$ cat src/design/sgdu_ram.sv
// generic single write port ram with registered read
module sgdu_ram #(
	parameter int WIDTH = 16,
	parameter int DEPTH = 272
) (
	input  logic                     clk,
	input  logic                     we,
	input  logic [$clog2(DEPTH)-1:0] waddr,
	input  logic [WIDTH-1:0]         wdata,
	input  logic [$clog2(DEPTH)-1:0] raddr,
	output logic [WIDTH-1:0]         rdata
);
	logic [WIDTH-1:0] mem_q [DEPTH];

	always_ff @(posedge clk) begin
		if (we) begin
			mem_q[waddr] <= wdata;
		end
		rdata <= mem_q[raddr];
	end
endmodule

$ cat config.mk
export PLATFORM = sky130hd
export DESIGN_NAME = sgdu_ram
export DESIGN_NICKNAME = d
export VERILOG_FILES = /design/src/design/sgdu_ram.sv
export SDC_FILE = /design/constraint.sdc
export NUM_CORES = 2
export LEC_CHECK = 0
export BUFFER_PORTS_ARGS = -buffer_cell sky130_fd_sc_hd__buf_4
export CORE_UTILIZATION = 36
export CTS_BUF_LIST = sky130_fd_sc_hd__clkbuf_16
export CTS_CLUSTER_DIAMETER = 120
export CTS_CLUSTER_SIZE = 25
export DETAILED_ROUTE_END_ITERATION = 16
export REMOVE_ABC_BUFFERS = 1
export SKIP_CTS_REPAIR_TIMING = 1
export SYNTH_ARGS = -nofsm -noshare
export SYNTH_HDL_FRONTEND = slang
export SYNTH_MEMORY_MAX_BITS = 65536
export SYNTH_SLANG_ARGS = --single-unit
$ cat constraint.sdc
create_clock -name clk -period 3 [get_ports clk]
set_clock_uncertainty 0.05 [all_clocks]
set_input_delay 0.9 -clock clk [delete_from_list [all_inputs] [get_ports clk]]
set_output_delay 0.9 -clock clk [all_outputs]
set_load 0.005 [all_outputs]
==> impl_metrics.ini <==
[status]
status = finished, violations left
violations = negative setup slack

[power]
p_int_w = 0.0821
p_switching_w = 0.0224
swShare = 0.215
peakVddDrop_v = 0.000448
finalPower_w = 0.104
power.leakage_nw = 61.1
power_density_mw_per_mm2 = 542
p_seq_frac = 0.643
clock_power_share = 0.289
power_frac_comb = 0.068

[worst_setup_path]
rrSetupSlack_ns = -0.01
worst-path-buf-inv = 6
path_cells = buf_12, buf_16, buf_12, or2_4, buf_4, buf_4, o221ai_1, a21oi_1, buf_4, nor3_1, o41ai_4, a32oi_1
r2r_end = rdata[10]
worstPathArrival_ns = 3.96
r2r_start = mem_q[115][10]
cp-end-kind = flip-flop
crit_slowest_cell = nor3_1
cp-start-kind = primary input
crit_type = primary input to flip-flop
worst-endpoint-required_ns = 3.81
max_stage_delay_ns = 0.89
cp_top_family = simple AND/OR/NAND/NOR gates
worstRegToRegCells = 6
crit_path_frequent_cell = buf_4
worstPathMaxFanout = 14

[worst_hold_path]
min_to = mem_q[190][2]
hold_path_startpoint = wdata[2]
min_path_cells = 1
hold_path.class = primary input to flip-flop

[clocking]
cts_buffer_depth = 4
clkSlewWorstSetupHoldPaths_ns = 0.09
numCtsBuffers = 197
cts_sinks = 4368
cts-root-buf = clkbuf_16
cts_tree = done
cts_max_level = 4
insertion_delay_ns = 0.95

[detailed_routing]
drc = 0
post_drt_wl_per_cell_um = 30.1
first_pass_iters = 5
ant_nets = 0
viasPerCell = 5.58
initialDrtViolationCount = 9988
vias = 83674
wl_mm = 452

[logic_synthesis]
ys_warn_count = 0
synthArstFlopShare = 0
synth_top_area_frac = 0.782
synth.distinct_cells = 56
synth_flop_cell = edfxtp_1
synth_area_leaders = edfxtp_1, mux4_2, mux2i_1
syn_inst = 7724
ys_ff_latch = 4368
ys_seq_area_frac = 0.784
synth_top_area_cell = edfxtp_1
synth-edff-count = 4352
netlist_area_sq_mm = 0.167
syn_area_per_cell_sq_um = 21.6

[layout]
fillers = 39751
multiInputGateArea_sq_mm = 0.0343
final_common_cell = edfxtp_1
finalNetCount = 8843
syn2layout_area_growth_pct = 15.4
drive_above_1_share = 0.285
ff_latch_area_sq_mm = 0.131
final_util = 0.418
finalNonFillerCells = 14992
final_cell_mix = edfxtp_1, buf_4, mux4_2

[grt]
grt_max_degree = 110
grtUsageMet3 = 0.0238
busiest_layer = met2
grt_use_total = 0.187
grt_pass1_wl_mm = 634
global_route.overflow_total = 0
grtUsageMet2 = 0.313
met1_usage = 0.257
grt_pass1_vias = 83610
antenna_found_initial = 26

[die]
core-area_sq_mm = 0.461
fp.dieArea_sq_mm = 0.467
io_pins = 52
die_height_um = 683
row_count = 249
initial_utilization = 0.362
die_w_um = 683

[sta]
tightestPinTransition_ns = 1.23
slew_viol_final = 0
max_freq_mhz = 318
slew_headroom = 0.172
finalHoldViolations = 0
post-route-period-util = 1.05
fin_crit_ns = 3.15
setup_viol = 7
fin_ws_ns = -0.148

[place]
dp_hpwl_mm = 293
post-place-ws_ns = -1.62
gp_congestion = 0.867
post-place-cells = 14729
port_buffers = 51

[flow_run]
cap_violations = 0
## metrics by stage
stage	instance area (sq um)	setup TNS (ns)	hold WS, ns
after floorplan	165000	-29.39	0.753
after global placement	186000	-21.05	0.855
after detailed placement	186000	-20.86	0.888
after CTS	192000	-4.70	0.227
after global routing	193000	-0.0393	0.254
final	193000	-0.342	0.297
## layer usage
metal	vias up	wire length, um
met1	45376	183000
li1	34563	-
met3	481	31900
met4	14	15000
met5	-	87
met2	3240	221000
## area by class of cell
type                    instances  area share
clock buffers                 202      0.0262
diodes                          6   0.0000778
multi-input cells            2881       0.178
repair buffers               1349      0.0757
inverters                      10    0.000259
clock inverters                27    0.000940
flip-flops and latches       4368       0.679
well taps                    6149      0.0399
## state kept, by name, summed over array words and instances, names as in the netlist
| signal | count |
|---|---|
| mem_q | 4352 |
| rdata | 16 |
## cells by family (layout without fill, tap and decap cells)
kind of cell / Yosys count / in the layout / share of synthesized area
AO/OA/AOI/OAI: 814 / 814 / 0.0354
buffers and inverters: 475 / 1588 / 0.0150
flip-flops: 4368 / 4368 / 0.784
multiplexers: 1447 / 1447 / 0.149
other: 0 / 6 / 0
AND/OR/NAND/NOR: 620 / 620 / 0.0165
## worst register-to-register path, cell delays in order (launching register included)
cell and delay [ns]:
edfxtp_1 0.40, mux4_2 0.50, mux4_2 0.53, mux2_2 0.33, o22ai_1 0.49, o31ai_1 0.34
a41o_1 0.28
## synth_stat cells (3+ instances only)
cell type / instances
a32oi_1: 15
a221oi_1: 27
a41oi_1: 41
a21oi_1: 108
mux2_2: 12
o21ai_1: 14
o22ai_1: 124
nand3_1: 69
nand2b_1: 9
inv_1: 9
nor3b_1: 8
buf_4: 69
o211ai_1: 29
and3b_1: 4
and3_1: 3
buf_2: 74
nor2b_1: 13
buf_6: 47
a22oi_1: 248
clkbuf_1: 229
o21ai_0: 22
nor3_1: 87
o221ai_1: 73
dfxtp_1: 16
nor4_1: 16
nor2_1: 303
nand4_1: 16
nand3b_1: 3
mux2i_1: 600
edfxtp_1: 4352
a21o_1: 13
o41ai_1: 18
o311ai_1: 4
mux4_2: 835
o41ai_2: 10
nand2_1: 77
or2_2: 5
a211oi_1: 57
buf_1: 44
## worst max path at each step
stage               slack [ns]      from         to  depth (start not counted)
floorplan                -1.90  raddr[4]   rdata[0]                          6
global placement         -1.64  raddr[1]   rdata[5]                         13
detailed placement       -1.62  raddr[0]   rdata[5]                         12
CTS                      -0.62  raddr[0]   rdata[5]                         14
global route             -0.02  raddr[1]  rdata[12]                         12
finish                   -0.15  raddr[1]  rdata[12]                         12
## power groups by stage
stage                     clock network [W]  logic, W  registers, W
final                                0.0302   0.00712        0.0672
after global routing                 0.0325   0.00742        0.0672
after CTS                            0.0308   0.00694        0.0672
after detailed placement                  0   0.00693        0.0686
after floorplan                           0   0.00220        0.0685
after global placement                    0   0.00682        0.0686
(Power assumes the default switching activity.)
