### config.mk
export PLATFORM = sky130hd
export DESIGN_NAME = sgdu_divider
export DESIGN_NICKNAME = d
export VERILOG_FILES = /design/src/design/sgdu_pkg.sv /design/src/design/sgdu_divider.sv
export SDC_FILE = /design/constraint.sdc
export NUM_CORES = 1
export LEC_CHECK = 0
export BUFFER_PORTS_ARGS = -buffer_cell sky130_fd_sc_hd__buf_2
export CORE_ASPECT_RATIO = 0.8
export CORE_MARGIN = 2
export CORE_UTILIZATION = 35
export DETAILED_ROUTE_END_ITERATION = 7
export HOLD_SLACK_MARGIN = 0.15
export PLACE_DENSITY = 0.69
export SYNTH_ARGS = -nofsm -noshare
export SYNTH_HDL_FRONTEND = slang
export SYNTH_SLANG_ARGS = --single-unit
### constraint.sdc
create_clock -name clk -period 4.29 [get_ports clk]
set_input_delay 0.2145 -clock clk [delete_from_list [all_inputs] [get_ports clk]]
set_output_delay 0.2145 -clock clk [all_outputs]
set_load 0.05 [all_outputs]
### src/design/sgdu_pkg.sv
// shared types, command codes and size defaults for the sgd layer update core
package sgdu_pkg;

	localparam int NEURONS_DEF = 16;
	localparam int INPUTS_DEF  = 16;

	localparam int DATA_W  = 16;
	localparam int ACC_W   = 48;
	localparam int RATE_W  = 16;
	localparam int BATCH_W = 11;
	localparam int DIV_W   = 63;
	localparam int CFG_IDX_W = 2;

	localparam logic [2:0] CMD_WR_WEIGHT = 3'd0;
	localparam logic [2:0] CMD_WR_BIAS   = 3'd1;
	localparam logic [2:0] CMD_LOAD_IN   = 3'd2;
	localparam logic [2:0] CMD_ADD_ERR   = 3'd3;
	localparam logic [2:0] CMD_APPLY     = 3'd4;
	localparam logic [2:0] CMD_RD_WEIGHT = 3'd5;
	localparam logic [2:0] CMD_RD_BIAS   = 3'd6;

	localparam logic [CFG_IDX_W-1:0] REG_RATE  = 2'd0;
	localparam logic [CFG_IDX_W-1:0] REG_BATCH = 2'd1;
	localparam logic [CFG_IDX_W-1:0] REG_DECAY = 2'd2;

	localparam logic [RATE_W-1:0]  RATE_RST  = 16'd655;
	localparam logic [BATCH_W-1:0] BATCH_RST = 11'd32;
	localparam logic [RATE_W-1:0]  DECAY_RST = 16'd0;

	typedef struct packed {
		logic [2:0]               cmd;
		logic [3:0]               row_index;
		logic [3:0]               col_index;
		logic signed [DATA_W-1:0] data_value;
	} sgdu_in_t;

	typedef struct packed {
		logic signed [DATA_W-1:0] read_value;
		logic                     saturated;
	} sgdu_out_t;

endpackage

### src/design/sgdu_divider.sv
// restoring unsigned divider, one quotient bit per cycle
module sgdu_divider (
	input  logic                             clk,
	input  logic                             arst_n,
	input  logic                             start,
	input  logic [sgdu_pkg::DIV_W-1:0]       dividend,
	input  logic [sgdu_pkg::BATCH_W-1:0]     divisor,
	output logic                             done,
	output logic [sgdu_pkg::DIV_W-1:0]       quotient
);
	import sgdu_pkg::*;

	localparam int CNT_W = $clog2(DIV_W);

	logic               busy_q;
	logic               done_q;
	logic [CNT_W-1:0]   cnt_q;
	logic [DIV_W-1:0]   num_q;
	logic [BATCH_W-1:0] rem_q;
	logic [BATCH_W-1:0] div_q;
	logic [BATCH_W:0]   trial;
	logic               qbit;
	logic [BATCH_W:0]   diff;

	always_comb begin
		trial = {rem_q, num_q[DIV_W-1]};
		qbit  = trial >= {1'b0, div_q};
		diff  = qbit ? (trial - {1'b0, div_q}) : trial;
	end

	always_ff @(posedge clk or negedge arst_n) begin
		if (!arst_n) begin
			busy_q <= 1'b0;
			done_q <= 1'b0;
			cnt_q  <= '0;
		end else begin
			done_q <= 1'b0;
			if (start) begin
				busy_q <= 1'b1;
				cnt_q  <= CNT_W'(DIV_W - 1);
			end else if (busy_q) begin
				cnt_q <= cnt_q - 1'b1;
				if (cnt_q == '0) begin
					busy_q <= 1'b0;
					done_q <= 1'b1;
				end
			end
		end
	end

	always_ff @(posedge clk) begin
		if (start) begin
			num_q <= dividend;
			rem_q <= '0;
			div_q <= divisor;
		end else if (busy_q) begin
			num_q <= {num_q[DIV_W-2:0], qbit};
			rem_q <= diff[BATCH_W-1:0];
		end
	end

	assign done     = done_q;
	assign quotient = num_q;
endmodule

==> results.md <==
Placed design:
- The placed instances occupy a cell area of 0.00534 mm2.
- Summed over all nets, the half-perimeter wirelength after detailed placement is 6.64 mm.
- The count of buffers from port buffering is 140.
- The congestion estimate from routability-driven global placement came to 0.817.

Logic synthesis:
- The number of synthesized flops with an enable pin is 74.
- Ranked by total cell area, the synthesized netlist is headed by edfxtp_1, mux2_2, dfxtp_1, dfrtp_1, ha_1.
- Yosys printed 0 warnings.
- The most used flip-flop cell after synthesis is edfxtp_1.
- Summed over all instances, the cell type with the most area after synthesis is edfxtp_1.
- The mean instance size in the synthesized netlist is 14.0 um2.
- The share of synthesized area in the top cell type comes to 49.7%.
- After synthesis, the most frequently instantiated cells are edfxtp_1, mux2_2, nor2_1.
- The leading cell type by number of instances after synthesis is edfxtp_1.
- The mapped netlist covers 0.00447 mm2.
- The number of distinct library cells after synthesis is 52.
- The post-synthesis async set-or-reset flop share is 8.60%.
- The post-synthesis instance total is 319.
- The net count after synthesis is 410.
- The number of storage elements in the synthesis netlist is 93.
- The sequential-to-total area share from yosys stat is 59.1%.

GRT:
- The remaining global-route overflow is 0.
- The wire length of the first global-routing pass is 15.0 mm.
- The maximum number of pins on one net before global-route repair is 56.
- The number of global-route vias before repair is 2976.
- Global routing consumed, over all layers together, 14.1% of the routing resources.
- The initial antenna violation count is 0.

Min path:
- For hold timing, the worst endpoint is quotient[36].
- The worst hold-check path type is in -> reg.
- The hold path startpoint is dividend[36].
- Counting instances, the worst hold path has a depth of 2.

Timing:
- The minimum period implied by the final worst setup slack is 2.78 ns.
- The worst-case clock skew is 0.00728 ns.
- The final number of hold-violating endpoints is 0.
- After layout, the worst path uses 64.8% of the clock period.
- The number of max-slew violations in the final report is 0.
- Setup violations remaining at the end of the flow were counted as 0.
- The total negative setup slack is 0 ns.
- The achievable clock frequency is 360 MHz.
- The worst relative slew slack is 38.9%.
- The transition time of the tightest slew-check pin is 0.916 ns.
- Setup repair after global routing left no endpoint under its margin.

Floorplanning:
- The standard cell core area is 0.0123 mm2.
- The initialized floorplan defines 36 standard-cell rows.
- The initial utilization of the core area, before any placement, comes to 36.2%.
- The die covers 0.0137 mm2.
- Pin placement for this block handled 141 I/O pins.
- The die span in x is 130 um.
- The die extent in y is 105 um.

Run status:
- The flow ran to the end, and the final reports show no timing, DRC or antenna violations.

Route:
- Once detail routing completed, the nets flagged for antenna violations numbered 0.
- The first detailed-routing pass took 4 iterations.
- Dividing the detail-routed wire length by the instance count gives 14.5 um.
- Wires add up to 9.36 mm.
- The post-detailed-route DRC marker count is 0.
- The total via count in the routed design is 3052.
- The via density per instance is 4.72.
- The DRC marker count from the first detailed-route iteration is 92.

Critical path:
- STA classifies the critical path startpoint as a register.
- For the worst setup path, the data arrival time is 3.05 ns.
- The worst path required time is 4.55 ns.
- The worst reg2reg path depth is 9.
- The reg-to-reg startpoint is quotient[62].
- The capture instance of the worst register-to-register path is rem_q[0].
- The start-to-end type of the worst setup path is reg -> reg.
- The minimum setup slack among reg-to-reg paths is 1.51 ns.
- The kind of end point of the critical path is a register.
- The worst setup path startpoint is quotient[62].
- Along the worst path, the maximum fanout reaches 14.

Clock tree:
- The worst-skew pair later-pin latency is 0.34 ns.
- The depth of the CTS H-tree is 3.
- TritonCTS built the clock tree.
- The buffer count from post-CTS setup fixing is 0.
- TritonCTS created 9 clock buffers.
- The register clock-pin slew on the reported worst setup and hold paths is 0.07 ns.
- The clock root buffer is clkbuf_16.
- The number of sinks handled by clock tree synthesis is 93.
- The largest buffer count on any clock path is 2.

Pwr:
- For this design the static power due to leakage is 0.00247 uW.
- Of the total power, the share spent switching nets is 32.5%.
- The combinational group share of total power is 31.2%.
- The highest ir drop seen on vdd is 356 uV.
- Dividing total power by cell area gives a power density of 535 mW/mm2.
- The net switching component of the power is 1010 uW.
- Cell internal power was estimated by the tool at 2110 uW.
- The share of total power dissipated in sequential elements is 38.0%.
- Of the total power, the clock network draws 30.8%.

Layout:
- The number of diodes added for antenna fixing is 0.
- From synthesis to final layout, the design area changed by 30.5%.
- Cells with a size suffix above 1 make up 48.5% of the layout.
- After routing the design area is 0.00584 mm2.
- The net total in the final layout is 562.

Job:
- Max-cap violations in this run came to 0.
==> sequential cells by signal, summed over array words and instances, names as in the netlist <==
| register | count |
|---|---|
| quotient | 63 |
| div_q | 11 |
| rem_q | 11 |
| cnt_q | 6 |
| busy_q | 1 |
| done | 1 |
==> placed cells by master (no fill, tap or decap), types with 2 or more instances in the layout <==
cell / synthesis / routed
a211oi_1: 7 / 7
a21oi_1: 5 / 5
a311oi_1: 2 / 2
and2_1: 2 / 2
and4b_1: 2 / 2
buf_2: 1 / 139
buf_4: 0 / 3
bufinv_16: 0 / 4
clkbuf_16: 0 / 9
dfrtp_1: 8 / 8
dfxtp_1: 11 / 11
dlygate4sd3_1: 0 / 13
edfxtp_1: 74 / 74
ha_1: 13 / 13
inv_1: 17 / 16
mux2_2: 63 / 63
mux2i_1: 6 / 6
nand2_1: 9 / 9
nand2b_1: 10 / 10
nand3b_1: 2 / 2
nor2_1: 20 / 20
nor3_1: 3 / 3
nor4bb_1: 2 / 2
o211ai_1: 3 / 3
o21a_1: 2 / 2
o21ai_0: 8 / 8
o22ai_1: 2 / 2
o31a_1: 2 / 2
xnor2_1: 8 / 8
==> cell families (layout without fill, tap and decap cells) <==
| group | count (synthesis) | in the layout | share of synthesized area [%] |
|---|---|---|---|
| adder cells (fa/ha/maj) | 14 | 14 | 4.08 |
| AND/OR/NAND/NOR | 62 | 62 | 8.39 |
| XOR/XNOR | 9 | 9 | 1.76 |
| buffers and inverters | 31 | 188 | 2.80 |
| AO/OA/AOI/OAI | 40 | 40 | 6.35 |
| flip-flops | 93 | 93 | 59.1 |
| multiplexers | 70 | 70 | 17.5 |
==> layout make-up <==
cell class              count  area [um2]
repair buffers            155         848
clock buffers               9         225
flip-flops and latches     93        2640
multi-input cells         195        1710
clock inverters             7         138
inverters                  17        63.8
well taps                 171         214
fillers                  1147        6500
==> power by group through the flow <==
stage	sequential, uW	combinational [uW]	clock (uW)
finish	1190	973	962
global route	1200	1050	1020
detailed placement	1200	961	0
global placement	1200	940	0
CTS	1190	975	990
floorplan	1440	519	0
==> per-stage QoR <==
| stage | hold slack (ns) | cells | setup slack (ns) | util (%) | power, uW |
|---|---|---|---|---|---|
| 2_1_floorplan | -0.0811 | 319 | 1.63 | - | 1960 |
| 3_3_place_gp | 0.0725 | 618 | 1.58 | 43.3 | 2140 |
| 3_5_place_dp | 0.0712 | 618 | 1.50 | 43.3 | 2170 |
| 4_1_cts | 0.152 | 647 | 1.48 | 47.3 | 3150 |
| 5_1_grt | 0.158 | 647 | 1.30 | 47.3 | 3280 |
| 6_report | 0.168 | 647 | 1.51 | 47.3 | 3120 |
==> layer usage <==
metal / vias to the layer above / track usage (%) / wire, um
met1: 1433 / 19.7 / 4450
met5: - / 0 / 0
li1: 1498 / - / -
met3: 13 / 4.45 / 609
met4: 0 / 5.47 / 169
met2: 108 / 20.4 / 4140
==> worst max-delay path by stage <==
stage	end	cells after the start
after detailed placement	rem_q[0]	9
final	rem_q[0]	9
after floorplan	quotient[0]	4
after global placement	rem_q[0]	9
after global routing	rem_q[10]	9
after CTS	rem_q[0]	9
==> critical path: stages, from the launching register on <==
cell	delay [ns]
edfxtp_1	0.34
inv_1	0.05
ha_1	0.22
fa_1	0.45
nor2b_4	0.14
o31a_1	0.22
o21ai_4	0.11
o21ai_2	0.60
mux2_4	0.36
a211oi_2	0.21
==> timing repair <==
| action | 4_1_cts | 5_1_grt |
|---|---|---|
| hold buffers | 13 | 0 |
| gates resized for setup | 0 | 0 |
| hold endpoints to repair | 20 | 0 |
(Power assumes the default switching activity.)
