**config.mk**
```make
export PLATFORM = sky130hd
export DESIGN_NAME = sgdu_input_cell
export DESIGN_NICKNAME = d
export VERILOG_FILES = /design/src/design/sgdu_pkg.sv /design/src/design/sgdu_input_cell.sv
export SDC_FILE = /design/constraint.sdc
export NUM_CORES = 1
export LEC_CHECK = 0
export ABC_AREA = 1
export BUFFER_PORTS_ARGS = -buffer_cell sky130_fd_sc_hd__buf_2
export CELL_PAD_IN_SITES_DETAIL_PLACEMENT = 1
export CELL_PAD_IN_SITES_GLOBAL_PLACEMENT = 1
export CORE_MARGIN = 5
export CORE_UTILIZATION = 27
export CTS_CLUSTER_DIAMETER = 80
export CTS_CLUSTER_SIZE = 20
export DETAILED_ROUTE_END_ITERATION = 10
export GPL_TIMING_DRIVEN = 0
export HOLD_SLACK_MARGIN = 0.06
export PLACE_DENSITY_LB_ADDON = 0.12
export SYNTH_ARGS = -nofsm -noshare
export SYNTH_HDL_FRONTEND = slang
export SYNTH_SLANG_ARGS = --single-unit
```
**constraint.sdc**
```tcl
create_clock -name clk -period 0.8 [get_ports clk]
set_input_delay 0.08 -clock clk [delete_from_list [all_inputs] [get_ports clk]]
set_output_delay 0.08 -clock clk [all_outputs]
set_load 0.005 [all_outputs]
```
**src/design/sgdu_pkg.sv**
```systemverilog
// shared types, command codes and size defaults for the sgd layer update core
package sgdu_pkg;

	localparam int NEURONS_DEF = 16;
	localparam int INPUTS_DEF  = 16;

	localparam int DATA_W  = 16;
	localparam int ACC_W   = 48;
	localparam int RATE_W  = 16;
	localparam int BATCH_W = 11;
	localparam int DIV_W   = 63;
	localparam int CFG_IDX_W = 2;

	localparam logic [2:0] CMD_WR_WEIGHT = 3'd0;
	localparam logic [2:0] CMD_WR_BIAS   = 3'd1;
	localparam logic [2:0] CMD_LOAD_IN   = 3'd2;
	localparam logic [2:0] CMD_ADD_ERR   = 3'd3;
	localparam logic [2:0] CMD_APPLY     = 3'd4;
	localparam logic [2:0] CMD_RD_WEIGHT = 3'd5;
	localparam logic [2:0] CMD_RD_BIAS   = 3'd6;

	localparam logic [CFG_IDX_W-1:0] REG_RATE  = 2'd0;
	localparam logic [CFG_IDX_W-1:0] REG_BATCH = 2'd1;
	localparam logic [CFG_IDX_W-1:0] REG_DECAY = 2'd2;

	localparam logic [RATE_W-1:0]  RATE_RST  = 16'd655;
	localparam logic [BATCH_W-1:0] BATCH_RST = 11'd32;
	localparam logic [RATE_W-1:0]  DECAY_RST = 16'd0;

	typedef struct packed {
		logic [2:0]               cmd;
		logic [3:0]               row_index;
		logic [3:0]               col_index;
		logic signed [DATA_W-1:0] data_value;
	} sgdu_in_t;

	typedef struct packed {
		logic signed [DATA_W-1:0] read_value;
		logic                     saturated;
	} sgdu_out_t;

endpackage

```
**src/design/sgdu_input_cell.sv**
```systemverilog
// one cell of the sample input ring: holds one input, loads or takes its neighbor
module sgdu_input_cell (
	input  logic                                 clk,
	input  logic                                 arst_n,
	input  logic                                 load_en,
	input  logic signed [sgdu_pkg::DATA_W-1:0]   load_data,
	input  logic                                 shift_en,
	input  logic signed [sgdu_pkg::DATA_W-1:0]   shift_in,
	output logic signed [sgdu_pkg::DATA_W-1:0]   value
);
	import sgdu_pkg::*;

	logic signed [DATA_W-1:0] value_q;

	always_ff @(posedge clk or negedge arst_n) begin
		if (!arst_n) begin
			value_q <= '0;
		end else if (shift_en) begin
			value_q <= shift_in;
		end else if (load_en) begin
			value_q <= load_data;
		end
	end

	assign value = value_q;
endmodule

```
==> impl_metrics.py, run 1 <==
metrics = {
    "global_routing": {
        "grt_use_total_pct": 16.62,
        "grt_pass1_wl_mm": 5.299,
        "grt_pass1_vias": 1141,
        "overflow": 0,
        "antenna_found_initial": 0,
        "grt_max_degree": 17,
    },
    "status": {
        "failed_checks": "negative setup slack",
        "status": "finished with violations",
    },
    "clock_network": {
        "clock_sinks": 16,
        "clock_latency_ns": 0.30,
        "cts_tree": "done",
        "htree_levels": 1,
        "clk_pin_slew_ns": 0.10,
        "clockBufferDepth": 2,
        "numCtsBuffers": 3,
        "cts-root-buf": "clkbuf_4",
    },
    "worst_setup_path": {
        "crit_type": "flop to primary output",
        "r2r_end": "value[6]",
        "worst-r2r-cell-count": 4,
        "crit_start": "value[12]",
        "crit_required_ns": 0.72,
        "critPathSlowestCell": "dfrtp_1",
        "worstPathCellList": "buf_2",
        "reg2reg_from": "value[6]",
        "path_buf_inv": 1,
        "path_max_fanout": 2,
        "worst_path_largest_cell_delay_ns": 0.40,
        "startpoint_type": "flop",
        "crit_family": "flip-flops",
        "critPathArrivalTime_ns": 0.83,
        "worstSetupEndpointType": "primary output",
        "regToRegSetupSlack_ns": -0.06,
    },
    "die": {
        "dieArea_um2": 4028,
        "die_x_um": 63.47,
        "initial_utilization_pct": 27.99,
        "rows": 19,
        "ios": 52,
        "core_region_area_um2": 2758,
        "die-height_um": 63.47,
    },
    "sta": {
        "period_share_pct": 114.0,
        "layout_min_cycle_time_ns": 0.9118,
        "drv_slew": 0,
        "tightest_slew_ns": 0.3958,
        "max_freq_mhz": 1097,
        "fin_ws_ns": -0.1118,
        "slew_headroom_pct": 73.61,
        "skew_ns": 0,
        "hold_violations": 0,
        "worst_hold_slack_ns": 0.07467,
        "finalSetupViolations": 19,
        "rsz0062_at_grt": "true",
    },
    "yosys": {
        "netlist.area_leader.share_pct": 51.86,
        "ys_seq_area_share_pct": 51.86,
        "synth.most_common_cell": "nand2_1",
        "ys_types": 9,
        "syn_inst": 88,
        "synth_ff_type": "dfrtp_1",
        "ys_async_sr_fraction_pct": 100.0,
        "synth_commonest_cells": "nand2_1 (32), nand3_1 (30), dfrtp_1 (16), buf_6 (4), nand3_2 (2)",
        "avgSynthCellArea_um2": 8.773,
        "ys_seq_elements": 16,
        "synth_area_leaders": "dfrtp_1 (52%), nand3_1 (19%), nand2_1 (16%), buf_6 (5.8%), nand3_2 (2.6%)",
        "synth-edff-count": 0,
        "yosys.area.top_type": "dfrtp_1",
        "synth_nets": 124,
        "syn_area_um2": 772.0,
        "ys_warn_count": 0,
    },
    "power_and_ir_drop": {
        "p_per_area_nw_per_um2": 1356,
        "power_mw": 2.111,
        "vdd_drop_max_mv": 0.7844,
        "leakage_nw": 0.8252,
    },
    "min_path": {
        "min_path_type": "input port to flop",
        "min_to": "value[2]",
        "hp-start": "shift_en",
        "holdPathStages": 3,
    },
    "routing": {
        "wl_per_cell_um": 14.69,
        "first_iter_violations": 20,
        "drtAntennaViolNets": 0,
        "routed_wl_mm": 3.231,
        "drc_errors": 0,
        "via_count": 1025,
        "viasPerCell": 4.659,
        "dr.pass1.iters": 4,
    },
    "final_layout": {
        "finalNetCount": 226,
        "stdcell_count": 220,
        "largest_reg_flops": 16,
        "antenna_cells": 0,
        "nFillCells": 325,
        "area_growth_pct": 101.6,
        "drive_gt1_share_pct": 43.92,
    },
    "place": {
        "place_congestion": 0.6843,
        "dp_hpwl_mm": 1.912,
        "place_inst": 168,
        "portBuffers": 49,
    },
    "run": {
        "drv_cap": 0,
    },
}
report_power, final:
| part | leakage, nW | internal, mW | switching, mW |
|---|---|---|---|
| Clock | 0.0210 | 0.278 | 0.282 |
| Combinational | 0.610 | 0.379 | 0.249 |
| Sequential | 0.194 | 0.884 | 0.0393 |
| Total | 0.825 | 1.54 | 0.570 |
metal layers:
metal	part of all wire (%)	track usage [%]	vias to the layer above	wire length, um
met1	37	17.23	493	1180
met2	56	31.47	37	1809
met5	0	0	-	0
li1	-	-	490	-
met4	1.6	6.753	0	51
met3	5.8	3.730	5	189
through the flow:
stage                     util [%]  setup slack (ns)  TNS, ns  instance area, um2
after floorplan                  -            0.1566        0               772.0
after global placement       38.29           0.04730        0                1056
after detailed placement     38.29           0.04923        0                1056
after CTS                    53.22           -0.1243   -1.787                1468
after global routing         56.44           -0.1615   -2.580                1556
final                        56.44           -0.1118   -1.704                1556
placed cells by master, fill, tap and decap left out:
| cell type | n |
|---|---|
| buf_2 | 50 |
| buf_4 | 15 |
| buf_6 | 5 |
| clkbuf_4 | 3 |
| clkbuf_8 | 1 |
| dfrtp_1 | 16 |
| dlygate4sd3_1 | 33 |
| inv_2 | 1 |
| nand2_1 | 29 |
| nand2_2 | 3 |
| nand3_1 | 28 |
| nand3_2 | 4 |
| nor2_8 | 1 |
layout make-up:
cell class | count | area, um2 | area share (%)
repair buffers | 97 | 691.9 | 44.45
flip-flops and latches | 16 | 400.4 | 25.72
well taps | 31 | 38.79 | 2.492
plain buffers | 6 | 57.56 | 3.698
clock buffers | 4 | 36.28 | 2.331
inverters | 1 | 3.754 | 0.2412
multi-input cells | 65 | 327.8 | 21.06
what timing repair did:
action                                 in CTS  in global routing
endpoints found under the hold margin      32                  0
pin swaps                                   0                  1
setup endpoints to repair                  16                 17
resized for setup                           0                  6
setup buffers                               6                  9
hold buffers                               33                  0
kinds of logic (layout without fill, tap and decap cells):
family | after synthesis | after routing | synth area share, %
and+or+nand+nor | 65 | 65 | 40.19
DFF | 16 | 16 | 51.86
buffers and inverters | 7 | 108 | 7.941
how the worst max path moves through the flow:
stage / depth (start not counted) / to
2_1_floorplan: 5 / value[3]
3_3_place_gp: 5 / value[3]
3_5_place_dp: 5 / value[3]
4_1_cts: 1 / value[13]
5_1_grt: 1 / value[12]
6_report: 1 / value[12]
No activity file was read; power rests on OpenSTA's default activity.
==> run 2, diff against run 1 <==
Settings changed: CAP_MARGIN set to 0, CORE_UTILIZATION 27 to 29, CTS_BUF_LIST set to sky130_fd_sc_hd__clkbuf_4.
==> impl_metrics.py, run 2 (synthesized netlist as in run 1, its figures left out) <==
metrics = {
    "clock_network": {
        "clock_sinks": 16,
        "cts-root-buf": "clkbuf_4",
        "htree_levels": 1,
        "clockBufferDepth": 2,
        "numCtsBuffers": 3,
        "cts_tree": "done",
        "clock_latency_ns": 0.29,
        "clk_pin_slew_ns": 0.09,
    },
    "die": {
        "die-height_um": 61.60,
        "dieArea_um2": 3794,
        "initial_utilization_pct": 30.61,
        "core_region_area_um2": 2522,
        "die_x_um": 61.60,
        "rows": 18,
        "ios": 52,
    },
    "final_layout": {
        "area_growth_pct": 91.41,
        "final_common_cell": "buf_2",
        "mostFrequentLayoutCells": "buf_2 (50), dlygate4sd3_1 (33), nand2_1 (30)",
        "drive_gt1_share_pct": 39.78,
        "finalCoreUtilization_pct": 58.58,
        "finalNetCount": 218,
        "fin_area_um2": 1478,
        "antenna_cells": 0,
        "largest_reg_flops": 16,
    },
    "sta": {
        "skew_ns": 0,
        "hold_violations": 0,
        "period_share_pct": 113.3,
        "tightest_slew_ns": 0.3645,
        "drv_slew": 0,
        "fin_ws_ns": -0.1061,
        "max_freq_mhz": 1104,
        "worst_hold_slack_ns": 0.08366,
        "layout_min_cycle_time_ns": 0.9061,
        "rsz0062_at_grt": "true",
        "slew_headroom_pct": 75.70,
        "finalSetupViolations": 17,
    },
    "place": {
        "dp_worst_setup_slack_ns": 0.03670,
        "portBuffers": 49,
        "place_congestion": 0.7308,
        "dp_hpwl_mm": 1.874,
        "postPlaceCellArea_um2": 1055,
    },
    "worst_setup_path": {
        "worstPathCellList": "buf_2",
        "startpoint_type": "flop",
        "path_max_fanout": 2,
        "crit_type": "flop to primary output",
        "critPathArrivalTime_ns": 0.83,
        "crit_family": "flip-flops",
        "crit_required_ns": 0.72,
        "regToRegSetupSlack_ns": -0.04,
        "critPathSlowestCell": "dfrtp_1",
        "worstSetupEndpointType": "primary output",
        "path_buf_inv": 1,
        "worst_path_largest_cell_delay_ns": 0.40,
    },
    "power_and_ir_drop": {
        "vdd_drop_max_mv": 0.9945,
        "leakage_nw": 0.7753,
        "power_mw": 1.932,
        "p_per_area_nw_per_um2": 1308,
    },
    "routing": {
        "routed_wl_mm": 3.110,
        "via_count": 977,
        "drtAntennaViolNets": 0,
        "drc_errors": 0,
        "first_iter_violations": 22,
        "wl_per_cell_um": 14.74,
        "dr.pass1.iters": 4,
        "viasPerCell": 4.630,
    },
    "global_routing": {
        "overflow": 0,
        "antenna_found_initial": 0,
        "grt_max_degree": 17,
        "grt_pass1_vias": 1131,
        "grt_use_total_pct": 18.74,
        "grt_pass1_wl_mm": 5.140,
    },
    "status": {
        "status": "finished with violations",
        "failed_checks": "negative setup slack",
    },
    "min_path": {
        "min_path_type": "input port to flop",
    },
    "run": {
        "drv_cap": 0,
    },
}
run 2: cell count changes in the layout (fill, tap and decap cells not counted):
cell      before  now
nand3_2        4    3
nand3_1       28   29
clkbuf_8       1    0
buf_4         15    7
nand2_1       29   30
nand2_2        3    2
clkinv_1       0    1
run 2: layer usage:
metal | wire [um] | track usage [%]
met4 | 55 | 4.848
met5 | 0 | 0
met1 | 1150 | 20.38
met2 | 1729 | 36.02
met3 | 175 | 4.193
run 2: worst paths after layout:
check                      startpoint        end  cells past startpoint
min                          shift_en  value[15]                      3
max in group asynchronous      arst_n   value[2]                      2
max reg2reg                  value[1]   value[1]                      4
min in group asynchronous      arst_n  value[14]                      2
min reg2reg                 value[10]  value[10]                      2
max                         value[15]  value[15]                      1
run 2: timing repair:
item,in CTS,in global routing
buffers inserted,3,4
setup endpoints to repair,16,17
hold buffers,33,0
gates cloned,0,0
resized for setup,0,4
hold endpoints to repair,32,0
run 2: area by class of cell:
cell class	count	area, um2
multi-input combinational	65	320.3
tap	30	37.54
clock inverter	1	3.754
clock buffer	3	22.52
buffer	6	57.56
timing repair buffer	89	631.9
fill	311	1045
sequential	16	400.4
inverter	1	3.754
run 2: report_power, final:
group / switching (mW) / internal [mW]
registers: 0.0379 / 0.884
clock network: 0.263 / 0.182
logic: 0.233 / 0.333
total: 0.534 / 1.40
run 2: metrics by stage:
step / TNS [ns] / instances
global placement: 0 / 167
floorplan: 0 / 88
CTS: -1.525 / 207
detailed placement: 0 / 167
global route: -2.201 / 211
finish: -1.409 / 211
==> run 3, diff against run 2 <==
Settings changed: CORE_UTILIZATION 29 to 31.
Clock period 0.8 ns to 1.05 ns, I/O delays scaled along.
==> impl_metrics.py, run 3 (synthesized netlist as in run 1, its figures left out) <==
metrics = {
    "power_and_ir_drop": {
        "p_int_mw": 0.9980,
        "clkPwrFrac_pct": 23.2,
        "combPwrFrac_pct": 25.3,
        "p_sw_mw": 0.3681,
        "swShare_pct": 26.95,
        "p_per_area_nw_per_um2": 1061,
        "p_seq_share_pct": 51.6,
        "leakage_nw": 0.6825,
        "vdd_drop_max_mv": 0.7667,
        "power_mw": 1.366,
    },
    "final_layout": {
        "finalNetCount": 199,
        "finalCoreUtilization_pct": 52.93,
        "final_common_cell": "buf_2",
        "area_growth_pct": 66.77,
        "nFillCells": 308,
        "antenna_cells": 0,
        "stdcell_count": 191,
        "seq_area_um2": 400.4,
        "mostFrequentLayoutCells": "buf_2 (50), nand2_1 (32), nand3_1 (30)",
        "multi_input_area_um2": 310.3,
        "drive_gt1_share_pct": 38.51,
        "largest_reg_flops": 16,
    },
    "routing": {
        "drc_errors": 0,
        "viasPerCell": 4.654,
        "via_count": 889,
        "dr.pass1.iters": 4,
        "first_iter_violations": 17,
        "drtAntennaViolNets": 0,
        "routed_wl_mm": 2.669,
        "wl_per_cell_um": 13.97,
    },
    "sta": {
        "period_share_pct": 88.42,
        "drv_slew": 0,
        "slew_headroom_pct": 75.34,
        "max_freq_mhz": 1077,
        "skew_ns": 0,
        "finalSetupViolations": 0,
        "hold_violations": 0,
        "rsz0062_at_grt": "false",
        "setup_tns_ns": 0,
        "tightest_slew_ns": 0.3699,
        "layout_min_cycle_time_ns": 0.9284,
    },
    "place": {
        "place_congestion": 0.6814,
        "dp_hpwl_mm": 1.879,
        "portBuffers": 49,
        "place_inst": 167,
    },
    "worst_setup_path": {
        "critPathArrivalTime_ns": 0.82,
        "reg2reg_from": "value[3]",
        "crit_family": "flip-flops",
        "crit_type": "flop to primary output",
        "path_max_fanout": 2,
        "startpoint_type": "flop",
        "path_buf_inv": 1,
        "crit_start": "value[2]",
        "regToRegSetupSlack_ns": 0.41,
        "critPathSlowestCell": "dfrtp_1",
        "crit_required_ns": 0.94,
        "worstPathCellList": "buf_2",
        "worstSetupEndpointType": "primary output",
        "worst_path_largest_cell_delay_ns": 0.40,
    },
    "min_path": {
        "min_path_type": "input port to flop",
        "hp-start": "load_data[4]",
    },
    "global_routing": {
        "grt_use_total_pct": 16.55,
        "grt_pass1_vias": 1005,
        "overflow": 0,
        "grt_max_degree": 17,
        "antenna_found_initial": 0,
        "grt_pass1_wl_mm": 4.422,
    },
    "clock_network": {
        "clk_pin_slew_ns": 0.09,
        "clockBufferDepth": 2,
        "numCtsBuffers": 3,
        "htree_levels": 1,
        "clock_sinks": 16,
        "cts_tree": "done",
        "cts-root-buf": "clkbuf_4",
        "clock_latency_ns": 0.27,
    },
    "die": {
        "dieArea_um2": 3588,
        "core_region_area_um2": 2432,
        "die_x_um": 59.90,
        "die-height_um": 59.90,
        "rows": 18,
        "ios": 52,
        "initial_utilization_pct": 31.74,
    },
    "run": {
        "drv_cap": 0,
    },
    "status": {
        "status": "finished clean",
    },
}
[run 3: cell count changes in the layout (fill, tap and decap cells not counted), sizes merged]
cell,change
dlygate4sd3,-12
clkinv,-1
buf,-7
[run 3: stage by stage]
step           setup slack [ns]  area, um2  hold WS [ns]
2_1_floorplan            0.3816      772.0       -0.1906
3_3_place_gp             0.2770       1055       0.04369
3_5_place_dp             0.2730       1055       0.04113
4_1_cts                  0.1178       1267       0.06151
5_1_grt                 0.06652       1287       0.06515
6_report                 0.1216       1287       0.07030
[run 3: power by group through the flow]
| stage | sequential, mW | combinational [mW] | clock, mW |
|---|---|---|---|
| final | 0.704 | 0.345 | 0.316 |
| after global routing | 0.713 | 0.386 | 0.373 |
| after CTS | 0.704 | 0.345 | 0.336 |
| after detailed placement | 0.715 | 0.290 | 0 |
| after global placement | 0.712 | 0.283 | 0 |
| after floorplan | 0.721 | 0.120 | 0 |
[run 3: worst paths after layout]
path,end,cells past startpoint
setup reg to reg,value[3],2
min in group asynchronous,value[11],2
hold / removal,value[4],3
setup / recovery,value[2],1
max in group asynchronous,value[15],2
hold reg to reg,value[8],2
[run 3: layer usage]
| layer | up-vias | global-route usage [%] | wire length [um] |
|---|---|---|---|
| met4 | 0 | 6.013 | 14 |
| met3 | 2 | 3.456 | 182 |
| met5 | - | 0 | 0 |
| met2 | 30 | 31.33 | 1447 |
| li1 | 442 | - | - |
| met1 | 415 | 17.69 | 1024 |
[run 3: final cells by class]
cell class	count	area share [%]
Inverter	1	0.2915
Multi-Input combinational cell	65	24.10
Timing Repair Buffer	70	35.37
Tap cell	30	2.915
Buffer	6	4.470
Clock buffer	3	1.749
Sequential cell	16	31.10
[run 3: repair_timing]
action	4_1_cts	5_1_grt
resized for setup	0	0
setup buffers	0	0
hold buffers	19	2
endpoints found under the hold margin	32	2
